===== config.mk =====
export PLATFORM = sky130hd
export DESIGN_NAME = vector_field_max_difference
export DESIGN_NICKNAME = d
export VERILOG_FILES = /design/src/sv/vfmd_pkg.sv /design/src/sv/vfmd_sqdiff.sv /design/src/sv/vector_field_max_difference.sv
export VERILOG_INCLUDE_DIRS = /design/src /design/src/sv
export SDC_FILE = /design/constraint.sdc
export NUM_CORES = 2
export LEC_CHECK = 0
export ABC_AREA = 1
export BUFFER_PORTS_ARGS = -buffer_cell sky130_fd_sc_hd__buf_4
export CAP_MARGIN = 15
export CORE_MARGIN = 2
export CORE_UTILIZATION = 45
export DETAILED_ROUTE_END_ITERATION = 10
export RECOVER_POWER = 100
export SKIP_CTS_REPAIR_TIMING = 1
export SLEW_MARGIN = 20
export SYNTH_ARGS = -nofsm -noshare
export SYNTH_HDL_FRONTEND = slang
export SYNTH_HIERARCHICAL = 1
export SYNTH_SLANG_ARGS = --single-unit

===== constraint.sdc =====
create_clock -name clk_i -period 17.4 [get_ports clk_i]
set_input_delay 2.61 -clock clk_i [delete_from_list [all_inputs] [get_ports clk_i]]
set_output_delay 2.61 -clock clk_i [all_outputs]
set_load 0.01 [all_outputs]

===== src/sv/vector_field_max_difference_defines.svh =====
// Assertion macros for the vector field max difference block.
// Included by the modules that carry concurrent checks; expects clk_i and rst_ni in scope.
`ifndef VECTOR_FIELD_MAX_DIFFERENCE_DEFINES_SVH
`define VECTOR_FIELD_MAX_DIFFERENCE_DEFINES_SVH

// Plain property, clocked on clk_i, off while in reset.
`define VFMD_ASSERT(lbl, prop, msg) \
  lbl: assert property (@(posedge clk_i) disable iff (!rst_ni) (prop)) \
    else $error(msg);

// Antecedent this cycle implies consequent in the next cycle.
`define VFMD_ASSERT_NEXT(lbl, ante, cons, msg) \
  `VFMD_ASSERT(lbl, (ante) |=> (cons), msg)

`endif


===== src/sv/vfmd_pkg.sv =====
// Shared types, constants and helpers for the vector field max difference block.
// No dependencies; used by vfmd_sqdiff and vector_field_max_difference.
package vfmd_pkg;

  localparam int unsigned COMP_W      = 16;          // Q11.4 component
  localparam int unsigned MAG_W       = COMP_W + 1;  // component difference
  localparam int unsigned SQ_W        = 34;          // Q26.8 squared length
  localparam int unsigned NUM_COMP    = 3;
  localparam int unsigned CFG_W       = 11;
  localparam int unsigned CFG_IDX_W   = 2;
  localparam int unsigned POS_W       = 10;
  localparam int unsigned LIN_OUT_W   = 30;
  localparam int unsigned MAX_DIM_DEF = 1024;

  typedef enum logic [CFG_IDX_W-1:0] {
    CFG_DIM_X = 2'd0,
    CFG_DIM_Y = 2'd1,
    CFG_DIM_Z = 2'd2
  } cfg_reg_e;

  typedef struct packed {
    logic signed [COMP_W-1:0] first_x;
    logic signed [COMP_W-1:0] first_y;
    logic signed [COMP_W-1:0] first_z;
    logic signed [COMP_W-1:0] second_x;
    logic signed [COMP_W-1:0] second_y;
    logic signed [COMP_W-1:0] second_z;
  } in_t;

  typedef struct packed {
    logic        [SQ_W-1:0]      max_sq_length;
    logic        [POS_W-1:0]     pos_x;
    logic        [POS_W-1:0]     pos_y;
    logic        [POS_W-1:0]     pos_z;
    logic        [LIN_OUT_W-1:0] pos_linear;
    logic signed [COMP_W-1:0]    best_first_x;
    logic signed [COMP_W-1:0]    best_first_y;
    logic signed [COMP_W-1:0]    best_first_z;
    logic signed [COMP_W-1:0]    best_second_x;
    logic signed [COMP_W-1:0]    best_second_y;
    logic signed [COMP_W-1:0]    best_second_z;
  } out_t;

  // zero counts as one, anything above the build limit saturates
  function automatic logic [31:0] eff_dim(logic [CFG_W-1:0] raw, logic [31:0] max_dim);
    logic [31:0] wide;
    wide = 32'(raw);
    if (wide == 32'd0) begin
      return 32'd1;
    end else if (wide > max_dim) begin
      return max_dim;
    end
    return wide;
  endfunction

endpackage


===== src/sv/vfmd_sqdiff.sv =====
// Per-component difference and square for one voxel pair.
// Depends on vfmd_pkg; instantiated by vector_field_max_difference.
module vfmd_sqdiff (
  input  vfmd_pkg::in_t                             pair_i,
  output logic [vfmd_pkg::NUM_COMP-1:0][vfmd_pkg::SQ_W-1:0] sq_o
);

  logic signed [vfmd_pkg::NUM_COMP-1:0][vfmd_pkg::COMP_W-1:0] a;
  logic signed [vfmd_pkg::NUM_COMP-1:0][vfmd_pkg::COMP_W-1:0] b;

  assign a[0] = pair_i.first_x;
  assign a[1] = pair_i.first_y;
  assign a[2] = pair_i.first_z;
  assign b[0] = pair_i.second_x;
  assign b[1] = pair_i.second_y;
  assign b[2] = pair_i.second_z;

  always_comb begin
    logic signed [vfmd_pkg::MAG_W-1:0]   diff;
    logic        [vfmd_pkg::MAG_W-1:0]   mag;
    logic        [2*vfmd_pkg::MAG_W-1:0] prod;
    for (int i = 0; i < vfmd_pkg::NUM_COMP; i++) begin
      diff = vfmd_pkg::MAG_W'(signed'(b[i])) - vfmd_pkg::MAG_W'(signed'(a[i]));
      // magnitude of the most negative difference still fits unsigned
      mag  = diff[vfmd_pkg::MAG_W-1] ? vfmd_pkg::MAG_W'(-diff) : vfmd_pkg::MAG_W'(diff);
      prod = mag * mag;
      sq_o[i] = vfmd_pkg::SQ_W'(prod);
    end
  end

endmodule


===== src/sv/vector_field_max_difference.sv =====
// Top level: streaming argmax of squared difference length between two vector fields.
// Depends on vfmd_pkg, vfmd_sqdiff and vector_field_max_difference_defines.svh.
//
//   channel  | signals                              | direction
//   ---------+--------------------------------------+----------
//   input    | in_valid_i / in_stall_o / in_data_i  | in
//   output   | out_valid_o / out_stall_i / out_data_o | out
//   config   | cfg_we_i / cfg_idx_i / cfg_data_i    | in
//
// One voxel beat per cycle sustained while the result is not stalled; the last voxel of a
// volume passes through the input register and the squaring register, then
// compare-and-update loads the result register.
// The compare of the summed squares against the running maximum and the voxel counters are the only feedback.
// Reset clears counters, running maximum and dims (all dims 1); no clearing pass.
// A stalled result holds the last voxel of the next volume at the compare stage; the
// beats behind it back up and the input stalls once both earlier registers are full.
`include "vector_field_max_difference_defines.svh"

module vector_field_max_difference #(
  parameter int unsigned MAX_DIM = vfmd_pkg::MAX_DIM_DEF
) (
  input  logic                           clk_i,
  input  logic                           rst_ni,
  input  logic                           cfg_we_i,
  input  logic [vfmd_pkg::CFG_IDX_W-1:0] cfg_idx_i,
  input  logic [vfmd_pkg::CFG_W-1:0]     cfg_data_i,
  input  logic                           in_valid_i,
  output logic                           in_stall_o,
  input  vfmd_pkg::in_t                  in_data_i,
  output logic                           out_valid_o,
  input  logic                           out_stall_i,
  output vfmd_pkg::out_t                 out_data_o
);

  localparam int unsigned CNT_W = $clog2(MAX_DIM);
  localparam int unsigned DIM_W = $clog2(MAX_DIM + 1);
  localparam int unsigned LIN_W = 3 * CNT_W;

  // pipeline valids
  logic s1_v_q, s2_v_q, out_v_q;
  logic s1_rdy, s2_rdy, in_fire, acc_fire, acc_last;

  vfmd_pkg::in_t in_q, pair_q, best_vec_q;
  logic [vfmd_pkg::NUM_COMP-1:0][vfmd_pkg::SQ_W-1:0] sq_d, sq_q;

  logic [DIM_W-1:0] dim_x_q, dim_y_q, dim_z_q;
  logic [CNT_W-1:0] cnt_x_q, cnt_y_q, cnt_z_q, cnt_x_d, cnt_y_d, cnt_z_d;
  logic [LIN_W-1:0] cnt_lin_q, cnt_lin_d;
  logic [CNT_W-1:0] best_x_q, best_y_q, best_z_q, best_x_d, best_y_d, best_z_d;
  logic [LIN_W-1:0] best_lin_q, best_lin_d;
  logic [vfmd_pkg::SQ_W-1:0] best_sq_q, best_sq_d, sum_sq;
  vfmd_pkg::in_t    best_vec_d;
  vfmd_pkg::out_t   out_q, out_d;
  logic last_x, last_y, last_z, gt, take, cfg_clear;

  // ---------------- handshake ----------------
  assign acc_fire   = s2_v_q & (~acc_last | ~out_v_q | ~out_stall_i);
  assign s2_rdy     = ~s2_v_q | acc_fire;
  assign s1_rdy     = ~s1_v_q | s2_rdy;
  assign in_fire    = in_valid_i & s1_rdy;
  assign in_stall_o = ~s1_rdy;

  // ---------------- config ----------------
  always_comb begin
    cfg_clear = 1'b0;
    if (cfg_we_i) begin
      unique case (vfmd_pkg::cfg_reg_e'(cfg_idx_i))
        vfmd_pkg::CFG_DIM_X,
        vfmd_pkg::CFG_DIM_Y,
        vfmd_pkg::CFG_DIM_Z: cfg_clear = 1'b1;
        default:             cfg_clear = 1'b0;
      endcase
    end
  end

  always_ff @(posedge clk_i or negedge rst_ni) begin
    if (!rst_ni) begin
      dim_x_q <= DIM_W'(1);
      dim_y_q <= DIM_W'(1);
      dim_z_q <= DIM_W'(1);
    end else if (cfg_we_i) begin
      unique case (vfmd_pkg::cfg_reg_e'(cfg_idx_i))
        vfmd_pkg::CFG_DIM_X: dim_x_q <= DIM_W'(vfmd_pkg::eff_dim(cfg_data_i, 32'(MAX_DIM)));
        vfmd_pkg::CFG_DIM_Y: dim_y_q <= DIM_W'(vfmd_pkg::eff_dim(cfg_data_i, 32'(MAX_DIM)));
        vfmd_pkg::CFG_DIM_Z: dim_z_q <= DIM_W'(vfmd_pkg::eff_dim(cfg_data_i, 32'(MAX_DIM)));
        default: ;
      endcase
    end
  end

  // ---------------- stage 1 / 2 ----------------
  vfmd_sqdiff u_sqdiff (
    .pair_i (in_q),
    .sq_o   (sq_d)
  );

  always_ff @(posedge clk_i or negedge rst_ni) begin
    if (!rst_ni) begin
      s1_v_q <= 1'b0;
      s2_v_q <= 1'b0;
    end else begin
      if (s1_rdy) s1_v_q <= in_valid_i;
      if (s2_rdy) s2_v_q <= s1_v_q;
    end
  end

  always_ff @(posedge clk_i) begin
    if (in_fire) in_q <= in_data_i;
    if (s2_rdy && s1_v_q) begin
      pair_q <= in_q;
      sq_q   <= sq_d;
    end
  end

  // ---------------- accumulate stage ----------------
  assign sum_sq = sq_q[0] + sq_q[1] + sq_q[2];
  assign last_x = (DIM_W'(cnt_x_q) + DIM_W'(1)) >= dim_x_q;
  assign last_y = (DIM_W'(cnt_y_q) + DIM_W'(1)) >= dim_y_q;
  assign last_z = (DIM_W'(cnt_z_q) + DIM_W'(1)) >= dim_z_q;
  assign acc_last = last_x & last_y & last_z;

  always_comb begin
    gt   = sum_sq > best_sq_q;
    // first voxel of a volume always seeds the stored vectors
    take = gt | (cnt_lin_q == '0);

    best_sq_d  = gt ? sum_sq : best_sq_q;
    best_x_d   = take ? cnt_x_q   : best_x_q;
    best_y_d   = take ? cnt_y_q   : best_y_q;
    best_z_d   = take ? cnt_z_q   : best_z_q;
    best_lin_d = take ? cnt_lin_q : best_lin_q;
    best_vec_d = take ? pair_q    : best_vec_q;

    cnt_lin_d = cnt_lin_q + LIN_W'(1);
    cnt_x_d   = cnt_x_q;
    cnt_y_d   = cnt_y_q;
    cnt_z_d   = cnt_z_q;
    if (!last_x) begin
      cnt_x_d = cnt_x_q + CNT_W'(1);
    end else begin
      cnt_x_d = '0;
      if (!last_y) begin
        cnt_y_d = cnt_y_q + CNT_W'(1);
      end else begin
        cnt_y_d = '0;
        cnt_z_d = cnt_z_q + CNT_W'(1);
      end
    end

    out_d.max_sq_length = best_sq_d;
    out_d.pos_x         = vfmd_pkg::POS_W'(best_x_d);
    out_d.pos_y         = vfmd_pkg::POS_W'(best_y_d);
    out_d.pos_z         = vfmd_pkg::POS_W'(best_z_d);
    out_d.pos_linear    = vfmd_pkg::LIN_OUT_W'(best_lin_d);
    out_d.best_first_x  = best_vec_d.first_x;
    out_d.best_first_y  = best_vec_d.first_y;
    out_d.best_first_z  = best_vec_d.first_z;
    out_d.best_second_x = best_vec_d.second_x;
    out_d.best_second_y = best_vec_d.second_y;
    out_d.best_second_z = best_vec_d.second_z;
  end

  always_ff @(posedge clk_i or negedge rst_ni) begin
    if (!rst_ni) begin
      best_sq_q <= '0;
      cnt_x_q   <= '0;
      cnt_y_q   <= '0;
      cnt_z_q   <= '0;
      cnt_lin_q <= '0;
      out_v_q   <= 1'b0;
    end else begin
      if (cfg_clear || (acc_fire && acc_last)) begin
        best_sq_q <= '0;
        cnt_x_q   <= '0;
        cnt_y_q   <= '0;
        cnt_z_q   <= '0;
        cnt_lin_q <= '0;
      end else if (acc_fire) begin
        best_sq_q <= best_sq_d;
        cnt_x_q   <= cnt_x_d;
        cnt_y_q   <= cnt_y_d;
        cnt_z_q   <= cnt_z_d;
        cnt_lin_q <= cnt_lin_d;
      end
      if (acc_fire && acc_last) begin
        out_v_q <= 1'b1;
      end else if (!out_stall_i) begin
        out_v_q <= 1'b0;
      end
    end
  end

  always_ff @(posedge clk_i) begin
    if (acc_fire) begin
      best_x_q   <= best_x_d;
      best_y_q   <= best_y_d;
      best_z_q   <= best_z_d;
      best_lin_q <= best_lin_d;
      best_vec_q <= best_vec_d;
    end
    if (acc_fire && acc_last) out_q <= out_d;
  end

  assign out_valid_o = out_v_q;
  assign out_data_o  = out_q;

  // ---------------- checks ----------------
  `VFMD_ASSERT(a_cnt_in_range,
    (DIM_W'(cnt_x_q) < dim_x_q) && (DIM_W'(cnt_y_q) < dim_y_q) && (DIM_W'(cnt_z_q) < dim_z_q),
    "voxel counter ran past its dimension")
  `VFMD_ASSERT_NEXT(a_last_gives_result, acc_fire && acc_last, out_v_q,
    "last voxel did not load a result")
  `VFMD_ASSERT_NEXT(a_volume_restarts, acc_fire && acc_last, cnt_lin_q == '0,
    "counters not cleared after a volume")
  `VFMD_ASSERT_NEXT(a_max_monotonic, acc_fire && !acc_last && !cfg_clear,
    best_sq_q >= $past(best_sq_q), "running maximum decreased")

endmodule

-- Word level (Yosys, flattened, before mapping)
Cells that the tools add are included.
- input port bits: 114
- output and inout port bits: 192
- logic and storage cells: 144
- flip-flop bits (word level): 770
- reductions and logical operators: 15
- add/sub/neg operators: 15
- equality and inequality tests: 3
- multiply operators: 3
- bitwise gates (word level): 15
- muxes and demuxes: 41
- magnitude comparators: 5
- operators with widths (operator ; number):
    two-way mux 10 bit ; 14
    multiplier 17 x 17 -> 34 bit ; 3
    two-way mux 34 bit ; 3
    two-way mux 96 bit ; 1
    two-way mux 30 bit ; 3
    adder 34 bit ; 2
    two-way mux 11 bit ; 5
    two-way mux 17 bit ; 3
    negator 17 bit ; 3
    subtractor 16 x 16 -> 17 bit ; 3
    > comparator 34 bit ; 1
    adder 10 x 1 -> 11 bit (second input constant) ; 3
    >= comparator 11 bit ; 3
    adder 10 x 1 -> 10 bit (second input constant) ; 3
    adder 30 x 1 -> 30 bit (second input constant) ; 1
    logical NOT 30 bit ; 1
    two-way mux 1 bit ; 12
    > comparator 11 bit (second input constant) ; 1
    logical NOT 11 bit ; 1
    AND reduction 2 bit ; 4
    NOT 1 bit ; 6
    nonzero test 2 bit ; 3
    bitwise OR 1 bit ; 5
    AND 1 bit ; 4
    8 further kinds ; 9

-- Longest topological paths before layout
- depth in word-level cells: 12
- mapped depth: 46
- gate-level depth less buffers: 46

-- Cells and area by module
Netlist, hierarchy kept.
- modules (own cells, without submodules) (module ; seq. area each (um2) ; cells each ; area an instance (um2) ; times used):
    vector_field_max_difference ; 22475.3 ; 2869 ; 33004.2 ; 1
    vfmd_sqdiff ; 0.0 ; 3730 ; 28636.2 ; 1

-- Worst setup path before layout
OpenSTA, ideal clock, no wires.
- path kind: input to register
- start: input port out_stall_i
- end: register pair_q[0] (netlist bit), enable pin
- required time: 16.637 ns
- buffers on the path: 0
- library setup time: 0.763 ns
- cell stages on the path: 5
- arrival time: 11.192 ns
- path slack: 5.446 ns
- cell sequence: nand2_1 > inv_1 > nand4_2 > nor2_1 > nor2_1
- cells in the longest elaborated chain, start to end: 5
- ends and longest elaborated chain (item ; RTL line ; source):
    from (decl) ; vector_field_max_difference.sv:31 ; input logic out_stall_i,
    NOT 1 bit ; vector_field_max_difference.sv:57 ; assign acc_fire = s2_v_q & (~acc_last | ~out_v_q | ~out_stall_i);
    bitwise OR 1 bit ; vector_field_max_difference.sv:57 ;
    AND 1 bit ; vector_field_max_difference.sv:57 ;
    bitwise OR 1 bit ; vector_field_max_difference.sv:58 ; assign s2_rdy = ~s2_v_q | acc_fire;
    logical AND 1 bit ; vector_field_max_difference.sv:109 ; if (s2_rdy && s1_v_q) begin
    to (signal assigned) ; vector_field_max_difference.sv:110 ; pair_q <= in_q;
    to (decl) ; vector_field_max_difference.sv:43 ; vfmd_pkg::in_t in_q, pair_q, best_vec_q;
Every way passes these cells.
A chain may end at the register's enable or synchronous reset.

==> flow_summary.yaml <==
status:
  outcome: "complete, but fails checks"
  violations: "max-capacitance violations, max-slew violations"
clock_network:
  clock-sinks: 770
  clk_latency_ns: 0.71
  cts_buffers: 80
  path_clk_slew_ns: 0.07
  clockBufferDepth: 3
  h-tree-depth: 3
  tritoncts: "done"
  root_buffer: "clkbuf_16"
floorplanning:
  rows: 135
  io_pins: 306
  die_h_um: 374
  start_util_pct: 45.4
  die_x_um: 374
  fp.dieArea_mm2: 0.140
  coreArea_mm2: 0.136
grt:
  track_usage_pct: 23.9
  grt_overflow: 0
  grt_pass1_vias: 45700
  antenna_found_initial: 3
  grt_max_degree: 126
  grt_pass1_wl_um: 261000
logic_synthesis:
  synthTopCellsByArea: "edfxtp_1 31%, fa_1 20%, ha_1 9.5%"
  yosysSeqAreaShare_pct: 36.5
  synth_edf_count: 640
  syn-cell-area_mm2: 0.0616
  synth.avg_cell_area_um2: 9.34
  ys_ff_latch: 770
  ys_types: 60
  async_flop_share_pct: 16.9
  netlist_instances: 6599
  synth_top_area_share_pct: 31.2
  yosysTopAreaCell: "edfxtp_1"
  synth_ff_type: "edfxtp_1"
  yosys_warnings: 6
detailed_routing:
  drc_errors: 0
  ant_nets: 0
  drtIter0Drc: 3318
  wl_met1_um: 74600
  dr_total_vias: 44800
  dr_wl_met3_um: 9420
  wirelength_um: 165000
  dr_wl_met2_um: 77600
  viasPerCell: 5.11
  wire_per_inst_um: 18.8
  first_pass_iters: 7
  dr.max_layer_used: "met4"
finish:
  drive_above_1_share_pct: 4.92
  layout_commonest_cell: "nand2_1"
  final_nets: 8117
  seq_area_mm2: 0.0225
  multi_input_area_mm2: 0.0334
  fillers: 12900
  syn2layout_area_growth_pct: 9.47
  layout_common_cells: "1464 x nand2_1, 1309 x inv_1, 640 x edfxtp_1"
  final_cell_count_no_fill: 8773
timing:
  period_share_pct: 67.6
  maxSlewHeadroom_pct: -304
  grt_setup_unrepaired: "no"
  fin_crit_ns: 11.76
  worstMarginPinSlew_ns: 6.03
  fin_skew_ns: 0.0424
  maxSlewViolCount: 1147
  setup_violations: 0
  fmax_ghz: 0.0850
  hold_violations: 0
  timing.hold.ws_ns: 0.449
  tns_ns: 0
critical_path:
  required_ns: 17.95
  path_class: "flop to flop"
  start_kind: "flop"
  regToRegStartpoint: "sq_q[1]"
  cp_max_fo: 86
  critical_path_arrival_ns: 12.32
  startpoint: "sq_q[1]"
  ff2ff_setup_slack_ns: 5.64
  cp-end-kind: "flop"
hold_path:
  hp-start: "in_q[0]"
  hold_class: "flop to flop"
job:
  drv_cap: 20
placement:
  gp_congestion: 0.930
  dp_cells: 8624
  dp_hpwl_um: 130000
  io_buffers: 305
## sequential cells by signal, indices dropped and copies added, names as in the netlist, 11 cells and up
name	cells
best_lin_q	30
best_sq_q	34
best_vec_q	96
cnt_lin_q	30
dim_x_q	11
dim_y_q	11
dim_z_q	11
in_q	96
out_data_o	190
pair_q	96
sq_q	102
## layout make-up
type / count / area share [%]
clock inverters: 35 / 0.664
flip-flops and latches: 770 / 33.3
well taps: 1781 / 3.30
diodes: 2 / 0.00742
multi-input cells: 4381 / 49.5
repair buffers: 334 / 2.37
inverters: 1358 / 7.57
clock buffers: 112 / 3.27
## per-layer routing
metal | vias up | track usage (%)
met2 | 1167 | 39.2
met1 | 22200 | 34.2
li1 | 21300 | -
met4 | 0 | 5.27
met5 | - | 0
met3 | 162 | 2.87
## cells in the mapped netlist (47+ instances only)
master and instances:
nand3_1 303, nor2_1 582, inv_1 1308, xnor2_1 47, a21oi_1 243, nand4_1 71, buf_2 52, o21ai_0 144
nand2_1 1458, edfxtp_1 640, dfrtp_1 127, ha_1 466, xor2_1 130, fa_1 612
## path summary, 6_finish.rpt
| kind | to | depth (start not counted) |
|---|---|---|
| max in group asynchronous | cnt_lin_q[15] | 2 |
| worst max-delay path | best_vec_q[34] | 27 |
| min in group asynchronous | cnt_y_q[0] | 1 |
| worst min-delay path | pair_q[0] | 0 |
| worst max register to register | best_vec_q[34] | 27 |
| worst min register to register | pair_q[0] | 0 |
## stage by stage
step                utilization [%]  setup WS, ns  cell area (µm²)
global placement               48.5          8.34            65800
floorplan                         -          5.45            61800
CTS                            50.5          8.16            68500
detailed placement             48.5          8.20            65800
global route                   49.7          4.64            67500
finish                         49.7          5.64            67500
## cell families after synthesis
kind of cell,share of synthesized area [%]
AOI/OAI and AO/OA,4.33
xor gates and xnor gates,2.90
adders and majority gates,29.3
buffers and inverters,9.46
DFF,36.5
other,0.0122
and+or+nand+nor,17.5
## critical path, cell delays in order (launching register included)
cell and delay (ns):
edfxtp_1 0.39, fa_1 0.55, ha_1 0.25, inv_1 0.08, fa_1 0.42, inv_1 0.13
nand3_1 0.08, nand3_1 0.18, nand3_1 0.10, nand2_1 0.19, nand2_1 0.08, nand2_1 0.12
nand2_1 0.09, nand3_1 0.09, nand2_1 0.24, ha_1 0.40, nand2_1 0.07, nor2_1 0.12
nand4_1 0.15, nor2_1 0.19, nand2_1 0.07, nand2_1 0.06, nand2_1 1.02, nand2_1 2.35
clkbuf_1 2.64, buf_4 0.86, nand2_1 0.38, nand2_1 0.17
Power is left out: the tool's default activity adds up to more than one toggle a clock period on the data nets, which glitch-free logic cannot reach.
